<file path="src/rtl/core/positional_array_list_defines.svh">
// ---------------------------------------------------------------------------
// Positional array list: assertion macros
// Shared property forms used by the list's RTL. The enclosing module must
// provide clk and rst.
// ---------------------------------------------------------------------------
`ifndef POSITIONAL_ARRAY_LIST_DEFINES_SVH
`define POSITIONAL_ARRAY_LIST_DEFINES_SVH

// The consequent holds in the same cycle as the antecedent.
`define PAL_ASSERT_SAME(label, ante, cons, msg) \
  label: assert property (@(posedge clk) disable iff (rst) (ante) |-> (cons)) \
    else $error(msg);

// The consequent holds in the cycle after the antecedent.
`define PAL_ASSERT_NEXT(label, ante, cons, msg) \
  label: assert property (@(posedge clk) disable iff (rst) (ante) |=> (cons)) \
    else $error(msg);

`endif

</file>
<file path="src/rtl/core/pal_pkg.sv">
// ---------------------------------------------------------------------------
// pal_pkg
// Types, widths and codes shared by the positional array list modules.
// ---------------------------------------------------------------------------
`default_nettype none

package pal_pkg;

  localparam int FUNC_W        = 2;
  localparam int POS_W         = 6;
  localparam int VALUE_W       = 32;
  localparam int STATUS_W      = 3;
  localparam int INDEX_W       = 6;
  localparam int COUNT_W       = 7;
  localparam int DEPTH_DEFAULT = 64;

  typedef enum logic [FUNC_W-1:0] {
    FUNC_INSERT  = 2'd0,
    FUNC_DELETE  = 2'd1,
    FUNC_DISPLAY = 2'd2,
    FUNC_SEARCH  = 2'd3
  } func_t;

  typedef enum logic [STATUS_W-1:0] {
    ST_OK       = 3'd0,
    ST_FULL     = 3'd1,
    ST_EMPTY    = 3'd2,
    ST_BADPOS   = 3'd3,
    ST_NOTFOUND = 3'd4
  } status_t;

  typedef enum logic [3:0] {
    S_IDLE,
    S_DEC,
    S_INS,
    S_INS_WR,
    S_DEL,
    S_DEL_WR,
    S_SRC,
    S_SRC_CMP,
    S_DSP,
    S_DSP_OUT,
    S_RESP
  } state_t;

  // Commands from the controller to the datapath.
  typedef struct packed {
    logic    start;
    logic    rd_en;
    logic    wr_en;
    logic    wr_value;
    logic    ptr_inc;
    logic    ptr_dec;
    logic    used_inc;
    logic    used_dec;
    logic    set_resp;
    status_t resp_code;
    logic    resp_hit;
    logic    out_resp;
    logic    out_elem;
  } cmd_t;

  // Status from the datapath to the controller.
  typedef struct packed {
    func_t func;
    logic  full;
    logic  empty;
    logic  pos_bad;
    logic  at_pos;
    logic  at_tail;
    logic  at_end;
    logic  match;
    logic  out_free;
  } sts_t;

endpackage

`default_nettype wire

</file>
<file path="src/rtl/core/pal_ctrl.sv">
// ---------------------------------------------------------------------------
// pal_ctrl
// Sequencer for the positional array list: decodes each request and steps
// the datapath through the shift, scan or display loop.
// ---------------------------------------------------------------------------
`default_nettype none

module pal_ctrl (
  input  logic          clk,
  input  logic          rst,
  input  logic          in_valid,
  output logic          in_ready,
  input  pal_pkg::sts_t sts,
  output pal_pkg::cmd_t cmd
);
  import pal_pkg::*;

  state_t state;
  state_t state_next;

  always_ff @(posedge clk) begin
    if (rst) begin
      state <= S_IDLE;
    end else begin
      state <= state_next;
    end
  end

  always_comb begin
    state_next    = state;
    cmd           = '0;
    cmd.resp_code = ST_OK;
    in_ready      = 1'b0;
    case (state)
      S_IDLE: begin
        in_ready = 1'b1;
        if (in_valid) begin
          cmd.start  = 1'b1;
          state_next = S_DEC;
        end
      end
      S_DEC: begin
        case (sts.func)
          FUNC_INSERT: begin
            if (sts.full) begin
              cmd.set_resp  = 1'b1;
              cmd.resp_code = ST_FULL;
              state_next    = S_RESP;
            end else if (sts.pos_bad) begin
              cmd.set_resp  = 1'b1;
              cmd.resp_code = ST_BADPOS;
              state_next    = S_RESP;
            end else begin
              state_next = S_INS;
            end
          end
          FUNC_DELETE: begin
            if (sts.empty) begin
              cmd.set_resp  = 1'b1;
              cmd.resp_code = ST_EMPTY;
              state_next    = S_RESP;
            end else if (sts.pos_bad) begin
              cmd.set_resp  = 1'b1;
              cmd.resp_code = ST_BADPOS;
              state_next    = S_RESP;
            end else begin
              state_next = S_DEL;
            end
          end
          FUNC_DISPLAY: begin
            if (sts.empty) begin
              cmd.set_resp  = 1'b1;
              cmd.resp_code = ST_EMPTY;
              state_next    = S_RESP;
            end else begin
              state_next = S_DSP;
            end
          end
          default: begin
            if (sts.empty) begin
              cmd.set_resp  = 1'b1;
              cmd.resp_code = ST_EMPTY;
              state_next    = S_RESP;
            end else begin
              state_next = S_SRC;
            end
          end
        endcase
      end
      // Insert walks down from the tail, moving each entry up by one.
      S_INS: begin
        if (sts.at_pos) begin
          cmd.wr_en     = 1'b1;
          cmd.wr_value  = 1'b1;
          cmd.used_inc  = 1'b1;
          cmd.set_resp  = 1'b1;
          cmd.resp_code = ST_OK;
          state_next    = S_RESP;
        end else begin
          cmd.rd_en  = 1'b1;
          state_next = S_INS_WR;
        end
      end
      S_INS_WR: begin
        cmd.wr_en   = 1'b1;
        cmd.ptr_dec = 1'b1;
        state_next  = S_INS;
      end
      // Delete walks up from the position, moving each entry down by one.
      S_DEL: begin
        if (sts.at_tail) begin
          cmd.used_dec  = 1'b1;
          cmd.set_resp  = 1'b1;
          cmd.resp_code = ST_OK;
          state_next    = S_RESP;
        end else begin
          cmd.rd_en  = 1'b1;
          state_next = S_DEL_WR;
        end
      end
      S_DEL_WR: begin
        cmd.wr_en   = 1'b1;
        cmd.ptr_inc = 1'b1;
        state_next  = S_DEL;
      end
      S_SRC: begin
        if (sts.at_end) begin
          cmd.set_resp  = 1'b1;
          cmd.resp_code = ST_NOTFOUND;
          state_next    = S_RESP;
        end else begin
          cmd.rd_en  = 1'b1;
          state_next = S_SRC_CMP;
        end
      end
      S_SRC_CMP: begin
        if (sts.match) begin
          cmd.set_resp  = 1'b1;
          cmd.resp_code = ST_OK;
          cmd.resp_hit  = 1'b1;
          state_next    = S_RESP;
        end else begin
          cmd.ptr_inc = 1'b1;
          state_next  = S_SRC;
        end
      end
      S_DSP: begin
        cmd.rd_en  = 1'b1;
        state_next = S_DSP_OUT;
      end
      S_DSP_OUT: begin
        if (sts.out_free) begin
          cmd.out_elem = 1'b1;
          if (sts.at_tail) begin
            state_next = S_IDLE;
          end else begin
            cmd.ptr_inc = 1'b1;
            state_next  = S_DSP;
          end
        end
      end
      S_RESP: begin
        if (sts.out_free) begin
          cmd.out_resp = 1'b1;
          state_next   = S_IDLE;
        end
      end
      default: begin
        state_next = S_IDLE;
      end
    endcase
  end

endmodule

`default_nettype wire

</file>
<file path="src/rtl/core/pal_dp.sv">
// ---------------------------------------------------------------------------
// pal_dp
// Datapath of the positional array list: entry memory, fill count, walking
// pointer, latched request and the result register.
// ---------------------------------------------------------------------------
`default_nettype none
`include "positional_array_list_defines.svh"

module pal_dp #(
  parameter int DEPTH = pal_pkg::DEPTH_DEFAULT
) (
  input  logic                              clk,
  input  logic                              rst,
  input  pal_pkg::cmd_t                     cmd,
  output pal_pkg::sts_t                     sts,
  input  logic [pal_pkg::FUNC_W-1:0]        func,
  input  logic [pal_pkg::POS_W-1:0]         position,
  input  logic signed [pal_pkg::VALUE_W-1:0] value,
  output logic                              out_valid,
  input  logic                              out_ready,
  output logic [pal_pkg::STATUS_W-1:0]      status,
  output logic [pal_pkg::INDEX_W-1:0]       index,
  output logic signed [pal_pkg::VALUE_W-1:0] element,
  output logic [pal_pkg::COUNT_W-1:0]       count,
  output logic                              last
);
  import pal_pkg::*;

  localparam int IW = $clog2(DEPTH);
  localparam int CW = $clog2(DEPTH + 1);

  logic [VALUE_W-1:0] mem [DEPTH];
  logic [VALUE_W-1:0] rdata;

  func_t              req_func;
  logic [POS_W-1:0]   req_pos;
  logic [VALUE_W-1:0] req_value;

  logic [CW-1:0]      used;
  logic [CW-1:0]      ptr;
  logic [CW-1:0]      ptr_next;
  logic [CW-1:0]      ptr_up;
  logic [CW-1:0]      ptr_down;
  logic [CW-1:0]      raddr;

  status_t            resp_status;
  logic [INDEX_W-1:0] resp_index;

  logic [COUNT_W-1:0] pos_ext;
  logic [COUNT_W-1:0] used_ext;
  logic               out_free;

  assign ptr_up   = ptr + 1'b1;
  assign ptr_down = ptr - 1'b1;
  assign pos_ext  = COUNT_W'(req_pos);
  assign used_ext = COUNT_W'(used);
  assign out_free = !out_valid || out_ready;

  // Insert reads the entry below the pointer, delete the one above it.
  always_comb begin
    case (req_func)
      FUNC_INSERT: raddr = ptr_down;
      FUNC_DELETE: raddr = ptr_up;
      default:     raddr = ptr;
    endcase
  end

  always_comb begin
    case (func_t'(func))
      FUNC_INSERT: ptr_next = used;
      FUNC_DELETE: ptr_next = CW'(position);
      default:     ptr_next = '0;
    endcase
  end

  always_comb begin
    sts.func     = req_func;
    sts.full     = (used == CW'(DEPTH));
    sts.empty    = (used == '0);
    sts.pos_bad  = (req_func == FUNC_INSERT) ? (pos_ext > used_ext) : (pos_ext >= used_ext);
    sts.at_pos   = (ptr == CW'(req_pos));
    sts.at_tail  = (ptr_up == used);
    sts.at_end   = (ptr == used);
    sts.match    = (rdata == req_value);
    sts.out_free = out_free;
  end

  always_ff @(posedge clk) begin
    if (cmd.wr_en) begin
      mem[ptr[IW-1:0]] <= cmd.wr_value ? req_value : rdata;
    end
  end

  always_ff @(posedge clk) begin
    if (cmd.rd_en) begin
      rdata <= mem[raddr[IW-1:0]];
    end
  end

  always_ff @(posedge clk) begin
    if (cmd.start) begin
      req_func  <= func_t'(func);
      req_pos   <= position;
      req_value <= value;
      ptr       <= ptr_next;
    end else if (cmd.ptr_inc) begin
      ptr <= ptr_up;
    end else if (cmd.ptr_dec) begin
      ptr <= ptr_down;
    end
    if (cmd.set_resp) begin
      resp_status <= cmd.resp_code;
      resp_index  <= cmd.resp_hit ? INDEX_W'(ptr) : '0;
    end
  end

  always_ff @(posedge clk) begin
    if (rst) begin
      used <= '0;
    end else if (cmd.used_inc) begin
      used <= used + 1'b1;
    end else if (cmd.used_dec) begin
      used <= used - 1'b1;
    end
  end

  // Result register: a new result may be loaded in the cycle the old one leaves.
  always_ff @(posedge clk) begin
    if (rst) begin
      out_valid <= 1'b0;
    end else if (cmd.out_resp || cmd.out_elem) begin
      out_valid <= 1'b1;
    end else if (out_ready) begin
      out_valid <= 1'b0;
    end
  end

  always_ff @(posedge clk) begin
    if (cmd.out_resp) begin
      status  <= resp_status;
      index   <= resp_index;
      element <= '0;
      count   <= used_ext;
      last    <= 1'b1;
    end else if (cmd.out_elem) begin
      status  <= ST_OK;
      index   <= INDEX_W'(ptr);
      element <= rdata;
      count   <= used_ext;
      last    <= sts.at_tail;
    end
  end

  `PAL_ASSERT_SAME(a_used_bound, 1'b1, used <= CW'(DEPTH), "fill count above depth")
  `PAL_ASSERT_SAME(a_wr_in_range, cmd.wr_en, ptr < CW'(DEPTH), "write beyond the memory")
  `PAL_ASSERT_SAME(a_load_free, cmd.out_resp || cmd.out_elem, out_free, "result overwritten")
  `PAL_ASSERT_NEXT(a_used_grows, cmd.used_inc, used == $past(used) + 1'b1, "insert lost count")

endmodule

`default_nettype wire

</file>
<file path="src/rtl/core/positional_array_list.sv">
// ---------------------------------------------------------------------------
// positional_array_list
// Ordered list of up to DEPTH signed 32-bit values with insert, delete,
// search and display requests.
// ---------------------------------------------------------------------------
// Usage: the request channel (in_valid/in_ready) carries func, position and
// value; the result channel (out_valid/out_ready) carries status, index,
// element, count and last. Insert, delete and search give one result each;
// display gives one result per stored entry with last on the final one, or
// a single empty status when nothing is stored.
// A request is taken only while the sequencer is idle. Entries live in a
// single-port-per-direction memory, so every moved or inspected entry takes
// a read step, then a write or compare step. Insert moves each entry from
// position to the tail, delete each entry above position, search inspects
// entries until a match, and display outputs every entry. Rejected requests
// go from decode straight to the response step. A result waits in an output
// register; while the receiver stalls, display and the final response step
// hold, and a new request is taken as soon as the last result is loaded.
// Reset clears the fill count and empties the list; memory contents are
// not cleared, and only entries below the count are ever read.
// ---------------------------------------------------------------------------
`default_nettype none

module positional_array_list #(
  parameter int DEPTH = pal_pkg::DEPTH_DEFAULT
) (
  input  logic                               clk,
  input  logic                               rst,
  input  logic                               in_valid,
  output logic                               in_ready,
  input  logic [pal_pkg::FUNC_W-1:0]         func,
  input  logic [pal_pkg::POS_W-1:0]          position,
  input  logic signed [pal_pkg::VALUE_W-1:0] value,
  output logic                               out_valid,
  input  logic                               out_ready,
  output logic [pal_pkg::STATUS_W-1:0]       status,
  output logic [pal_pkg::INDEX_W-1:0]        index,
  output logic signed [pal_pkg::VALUE_W-1:0] element,
  output logic [pal_pkg::COUNT_W-1:0]        count,
  output logic                               last
);
  import pal_pkg::*;

  cmd_t cmd;
  sts_t sts;

  pal_ctrl u_ctrl (
    .clk      (clk),
    .rst      (rst),
    .in_valid (in_valid),
    .in_ready (in_ready),
    .sts      (sts),
    .cmd      (cmd)
  );

  pal_dp #(
    .DEPTH (DEPTH)
  ) u_dp (
    .clk       (clk),
    .rst       (rst),
    .cmd       (cmd),
    .sts       (sts),
    .func      (func),
    .position  (position),
    .value     (value),
    .out_valid (out_valid),
    .out_ready (out_ready),
    .status    (status),
    .index     (index),
    .element   (element),
    .count     (count),
    .last      (last)
  );

endmodule

`default_nettype wire

</file>
<file path="config.mk">
export PLATFORM = sky130hd
export DESIGN_NAME = positional_array_list
export DESIGN_NICKNAME = d
export VERILOG_FILES = /design/src/rtl/core/pal_pkg.sv /design/src/rtl/core/pal_ctrl.sv /design/src/rtl/core/pal_dp.sv /design/src/rtl/core/positional_array_list.sv
export VERILOG_INCLUDE_DIRS = /design/src /design/src/rtl/core
export SDC_FILE = /design/constraint.sdc
export NUM_CORES = 2
export LEC_CHECK = 0
export CAP_MARGIN = 10
export CORE_MARGIN = 2
export CORE_UTILIZATION = 45
export CTS_CLUSTER_DIAMETER = 200
export DETAILED_ROUTE_END_ITERATION = 7
export DONT_BUFFER_PORTS = 1
export MAX_ROUTING_LAYER = met4
export PLACE_DENSITY = 0.69
export SETUP_SLACK_MARGIN = 0.2
export SYNTH_ARGS = -nofsm -noshare
export SYNTH_HDL_FRONTEND = slang
export SYNTH_HIERARCHICAL = 1
export SYNTH_SLANG_ARGS = --single-unit
</file>
<file path="constraint.sdc">
create_clock -name clk -period 6.55 [get_ports clk]
set_input_delay 0.3275 -clock clk [delete_from_list [all_inputs] [get_ports clk]]
set_output_delay 0.3275 -clock clk [all_outputs]
set_load 0.005 [all_outputs]
</file>
==> Word level (Yosys, flattened, before mapping) <==
Memory sizes are Yosys's and may differ from the RTL's. A register that Yosys moved wholly into a read port is not among the register bits.
Index checks and enable logic that the tools add are counted.
{ "word_totals": {"register_bits": 117, "ramBits": 2048, "wordCells": 121, "n_memories": 1} }
{ "mem_list": {"columns": ["name", "words", "word_bits", "rd", "rd_ports_with_merged_regs", "wr", "line_no", "source"], "rows": [
  ["u_dp.mem", 64, 32, 1, 1, 1, "pal_dp.sv:32", "logic [VALUE_W-1:0] mem [DEPTH];"]
]} }
{ "classes": {"n_addsub": 4, "magnitude_cmp": 2, "n_eq_ne": 21, "muxes": 66, "reduce_logical": 13} }
{ "ops": {"columns": ["cell", "count"], "rows": [
  ["2-to-1 mux 4 bit", 19],
  ["2-to-1 mux 7 bit", 7],
  ["case mux 4 bit (11 select lines)", 1],
  ["== test 32 bit", 1],
  ["2-to-1 mux 32 bit", 1],
  ["2-to-1 mux 1 bit", 22],
  ["case mux 4 bit (5 select lines)", 1],
  ["== test 4 x 3 -> 1 bit (second input constant)", 4],
  ["adder 7 x 1 -> 7 bit (second input constant)", 2],
  ["== test 7 bit", 2],
  ["case mux 7 bit (2 select lines)", 1],
  ["subtractor 7 x 1 -> 7 bit (second input constant)", 2],
  ["== test 4 bit (second input constant)", 3],
  ["2-to-1 mux 6 bit", 2],
  ["case mux 4 bit (3 select lines)", 1],
  ["case mux 6 bit (2 select lines)", 1],
  ["2-to-1 mux 5 bit", 2],
  ["== test 4 x 2 -> 1 bit (second input constant)", 2],
  ["case mux 4 bit (2 select lines)", 1],
  ["== test 7 x 6 -> 1 bit", 1],
  ["== test 7 bit (second input constant)", 1],
  ["greater-or-equal comparator 6 x 7 -> 1 bit", 1],
  ["> comparator 6 x 7 -> 1 bit", 1],
  ["zero test 7 bit", 1],
  ["other kinds (18)", 26]
]} }

==> Depth between registers and ports, before layout <==
{ "logic_depth": {"depth_word": 7, "ltp_mapped": 18, "ltp_nobuf": 15} }

==> Hierarchy <==
Netlist, hierarchy kept.
{ "by_module_without_submodules": {"columns": ["module", "instances", "cells_per_inst", "area_each_um2", "seq_area_each_um2"], "rows": [
  ["pal_dp", 1, 6308, 91940.7, 65442.8],
  ["pal_ctrl", 1, 90, 619.3, 80.1]
]} }

==> Worst setup path after synthesis <==
No wires, ideal clock.
{ "synth_path": {"path_type": "reg-to-reg", "startpoint": "reg u_dp.ptr[0]", "endpoint": "mem u_dp.mem[30][0] (enable)", "setup_time_ns": 0.421, "t_arrival_ns": 4.463, "path_slack_ns": 1.666, "stages_incl_launch_ff": 13, "path_buffers": 4, "period_less_slack_ns": 4.884, "cell_sequence": "edfxtp_1 > buf_2 > clkbuf_1 > clkbuf_1 > clkbuf_1 > xor2_1 > or4_1 > nor4_1 > nand3_1 > a21oi_1 > nor2b_1 > nand3_1 > nor2_1"} }
{ "synth_rtl": {"columns": ["element", "line_no", "source"], "rows": [
  ["from (decl)", "pal_dp.sv:40", "logic [CW-1:0] ptr;"],
  ["from (signal assigned)", "pal_dp.sv:105", "ptr <= ptr_next;"],
  ["from (signal assigned)", "pal_dp.sv:107", "ptr <= ptr_up;"],
  ["from (signal assigned)", "pal_dp.sv:109", "ptr <= ptr_down;"],
  ["to (decl)", "pal_dp.sv:32", null]
]} }

==> impl_summary.txt <==
----------------------------------------------------
[Run status]
  Outcome ... finished, final reports clean

[Worst setup path]
  Start point of the critical path ... u_dp/ptr[3]
  Library cell contributing the largest single delay on the critical path ... sky130_fd_sc_hd__nor2_4
  Bufs and invs on worst path ... 2
  Data required time of the worst path ... 7.11 ns
  Reg2Reg Launch Point ... u_dp/ptr[3]
  CP top delay family ... simple AND/OR/NAND/NOR gates
  Crit path arrival time ... 5.89 ns
  Crit path launch type ... flop
  Largest stage delay on the critical path ... 1.22 ns
  Worst setup path class ... flop to flop
  Kind of end point of the critical path ... flop
  CP Max Fanout ... 20
  Critical Path, Cell by Cell ... buf_4 -> xor2_1 -> or4_1 -> nor4_1 -> nand3_1 -> a21oi_1 -> nand3_1 -> nor2_4 -> buf_4

[STA]
  Number of max-slew violations in the final report ... 0
  Setup TNS ... 0 ns
  Part of the cycle the worst path needs ... 0.813
  RSZ-0062 raised after global routing ... false
  Finish-stage setup viols ... 0
  Final critical path time including I/O delays and setup ... 5.33 ns
  Worst slew slack as a fraction of its limit ... 0.0608
  Clock Skews ... 0.0587 ns
  F_max ... 0.188 GHz
  Worst Max-Slew Pin Slew ... 1.39 ns
  Count of endpoints failing hold in the final timing report ... 0

[CTS]
  CTS sink cnt ... 2197
  Clk pin slew, worst setup/hold paths ... 0.07 ns
  Post-CTS setup buffers ... 0
  CTS tree ... yes
  Level count of the clock H-tree ... 4
  Number of buffers on the longest clock path ... 3
  Worst-skew pair later-pin latency ... 0.88 ns
  Cell at the root of the clock tree ... sky130_fd_sc_hd__clkbuf_16
  Number of CTS-inserted buffers ... 210

[Finish]
  Final non-filler cell area ... 104000 um^2
  Top library cells by usage in the layout, fill and taps aside ... 2152 x sky130_fd_sc_hd__edfxtp_1, 573 x sky130_fd_sc_hd__a211oi_1, 444 x sky130_fd_sc_hd__nand2_1, 322 x sky130_fd_sc_hd__and3_1, 215 x sky130_fd_sc_hd__clkbuf_16
  Fill cell count ... 16400
  Non-filler cells, final ... 9204
  Number of nets in the layout ... 6390
  Leading cell type in the layout, fill and taps excluded ... sky130_fd_sc_hd__edfxtp_1
  Syn-to-layout area delta ... 12.5%
  Fraction of final layout cells sized beyond drive strength 1 ... 0.115
  Layout Utilization ... 0.509

[Power]
  Ratio of total power to cell area ... 522 nW/um^2
  Leakage Power ... 0.0328 uW
  Portion of total power attributed to combinational logic ... 0.430
  Sequential fraction of design power ... 0.344
  Clock share of power ... 0.226
  Switching power ... 22400 uW
  Internal power ... 31900 uW
  Switch share ... 0.413
  Max rail drop VDD ... 0.000852 V

[Logic synthesis]
  Async set or reset register ratio after synthesis ... 0
  Dominant synthesized flop cell ... sky130_fd_sc_hd__edfxtp_1
  Most area-consuming cells after synthesis ... sky130_fd_sc_hd__edfxtp_1 70%, sky130_fd_sc_hd__a211oi_1 4.6%, sky130_fd_sc_hd__and3_1 2.2%
  Synthesized Nets ... 6456
  Count of flip-flops with a built-in enable after synthesis ... 2152
  Mapped Area ... 92600 um^2
  Post-Syn Area per Cell ... 14.5 um^2
  Top cell type's share of synthesized area ... 0.698
  Synthesized flop and latch total ... 2197
  Cell count after synthesis ... 6398
  Sequential cell area fraction in the yosys report ... 0.708
  Count of distinct cell types in the synthesized netlist ... 79
  Synth warn ... 6
  Synth area leader ... sky130_fd_sc_hd__edfxtp_1

[Routing]
  DRT antenna net count ... 0
  Vias post-DR ... 61200
  Sum of routed wire length over all layers ... 271 mm
  Vias/cell ... 6.64
  Drt first-iter violations ... 8380
  Routed len/inst ... 29.5 um
  Number of detailed-routing iterations run before antenna repair ... 6
  Drt drc ... 0

[Die]
  Placement row count ... 166
  Area of the placeable core ... 205000 um^2
  Initial cell density of the core ... 0.452
  I/O pins ... 95
  Die outline height ... 458 um
  Overall die area ... 209000 um^2
  DIE WIDTH ... 458 um

[Global routing]
  Via count of the first global-routing pass ... 58700
  Global-route wire length before repair ... 394 mm
  Pin count of the biggest net entering global routing ... 279
  Overflow after GRT ... 0
  Number of antenna violations at the first check in global routing ... 6
  GR Util All Layers ... 0.259

[Placement]
  Quantity of I/O buffers inserted on ports ... 0
  Gp weighted congestion ... 0.883
  Detailed-placement wirelength estimate ... 155 mm
  Number of cells after detailed placement ... 8755
  Placement Cell Area ... 96600 um^2

[Min path]
  Path category of the worst min-delay check ... input port to flop
  Hold path startpoint ... value[3]

[Flow run]
  Number of maximum-capacitance violations ... 0

----------------------------------------------------
-- power groups by stage --
stage,sequential (uW),clock [uW],combinational (uW)
floorplan,18600,0,13900
global placement,19000,0,22000
detailed placement,19000,0,22600
CTS,18700,12400,22700
global route,18700,12900,24500
finish,18700,12300,23400
-- registers in the layout, summed over array words and instances (netlist names) --
name	cells
u_ctrl/state	4
u_dp/count	7
u_dp/element	32
u_dp/index	6
u_dp/last	1
u_dp/mem	2048
u_dp/out_valid	1
u_dp/ptr	7
u_dp/rdata	32
u_dp/req_func	2
u_dp/req_pos	6
u_dp/req_value	32
u_dp/resp_index	6
u_dp/resp_status	3
u_dp/status	3
u_dp/used	7
-- synth_stat cells, types with 8 or more instances --
| library cell | count |
|---|---|
| sky130_fd_sc_hd__and3_1 | 323 |
| sky130_fd_sc_hd__nand3_1 | 82 |
| sky130_fd_sc_hd__buf_1 | 51 |
| sky130_fd_sc_hd__edfxtp_1 | 2152 |
| sky130_fd_sc_hd__xor2_1 | 48 |
| sky130_fd_sc_hd__ha_1 | 13 |
| sky130_fd_sc_hd__o22ai_1 | 135 |
| sky130_fd_sc_hd__a211o_1 | 97 |
| sky130_fd_sc_hd__nor3_1 | 39 |
| sky130_fd_sc_hd__o31a_1 | 62 |
| sky130_fd_sc_hd__inv_1 | 21 |
| sky130_fd_sc_hd__o311ai_0 | 22 |
| sky130_fd_sc_hd__o41ai_1 | 31 |
| sky130_fd_sc_hd__a32o_1 | 124 |
| sky130_fd_sc_hd__a211oi_1 | 573 |
| sky130_fd_sc_hd__nor2_1 | 255 |
| sky130_fd_sc_hd__mux2_2 | 98 |
| sky130_fd_sc_hd__clkbuf_1 | 403 |
| sky130_fd_sc_hd__dfxtp_1 | 45 |
| sky130_fd_sc_hd__o221ai_1 | 127 |
| sky130_fd_sc_hd__o21ai_0 | 148 |
| sky130_fd_sc_hd__o2111ai_1 | 63 |
| sky130_fd_sc_hd__buf_2 | 92 |
| sky130_fd_sc_hd__a21oi_1 | 125 |
| sky130_fd_sc_hd__xnor2_1 | 19 |
| sky130_fd_sc_hd__nand2b_1 | 134 |
| sky130_fd_sc_hd__nand2_1 | 448 |
| sky130_fd_sc_hd__nand4_1 | 39 |
| sky130_fd_sc_hd__or3_1 | 8 |
| sky130_fd_sc_hd__o41a_1 | 31 |
| sky130_fd_sc_hd__and2_1 | 13 |
| sky130_fd_sc_hd__o21a_1 | 62 |
| sky130_fd_sc_hd__nor4_1 | 105 |
| sky130_fd_sc_hd__o311ai_1 | 14 |
| sky130_fd_sc_hd__mux2i_1 | 176 |
| sky130_fd_sc_hd__a32oi_1 | 64 |
| sky130_fd_sc_hd__a22oi_1 | 65 |
-- kinds of logic after synthesis --
kind of cell,after synthesis,share of synthesized area
xor+xnor,70,0.00687
mux,275,0.0311
buf+inv,578,0.0250
compound gates,1786,0.147
simple gates,1478,0.0798
flops,2197,0.708
fa+ha+maj,14,0.00197
-- stage by stage --
step	hold slack [ns]	total power, uW	setup slack, ns
after floorplan	0.396	32500	1.67
after global placement	0.399	41000	1.40
after detailed placement	0.400	41600	1.44
after CTS	0.0209	53800	1.38
after global routing	0.0395	56100	1.25
final	0.0860	54300	1.22
-- metal layers --
metal  up-vias  track usage  wire length [um]
met2      3844        0.399            128000
met4         0        0.103             11000
met3       628       0.0574             29000
met1     30900        0.335            104000
met5         -            -                 0
li1      25800            -                 -
-- worst paths after layout --
check | to | slack, ns | depth (start not counted)
max reg2reg | u_dp/mem[59][26] | 1.22 | 9
min reg2reg | u_dp/element[12] | 0.52 | 2
max | u_dp/mem[59][26] | 1.22 | 9
min | u_dp/req_value[3] | 0.09 | 1
-- layout make-up --
class	instances	area (um^2)	share of cell area
Sequential cell	2197	65500	0.629
Multi-Input combinational cell	3623	25500	0.245
Clock buffer	264	5650	0.0543
Tap cell	2688	3360	0.0323
Timing Repair Buffer	276	2680	0.0257
Clock inverter	126	1310	0.0126
Inverter	24	90.1	0.000865
Antenna cell	6	15.0	0.000144
-- worst register-to-register path: cells and delay by family (launching register included) --
family	cells	cell delay, ns
simple gates	5	3.34
xor+xnor	1	0.19
buf+inv	2	0.57
flops	1	0.37
compound gates	1	0.55
-- timing repair --
action	4_1_cts	5_1_grt
hold buffers	43	0
endpoints found under the hold margin	59	0
gates resized for setup	0	0
Note: power is estimated with default switching activity, not from simulation.
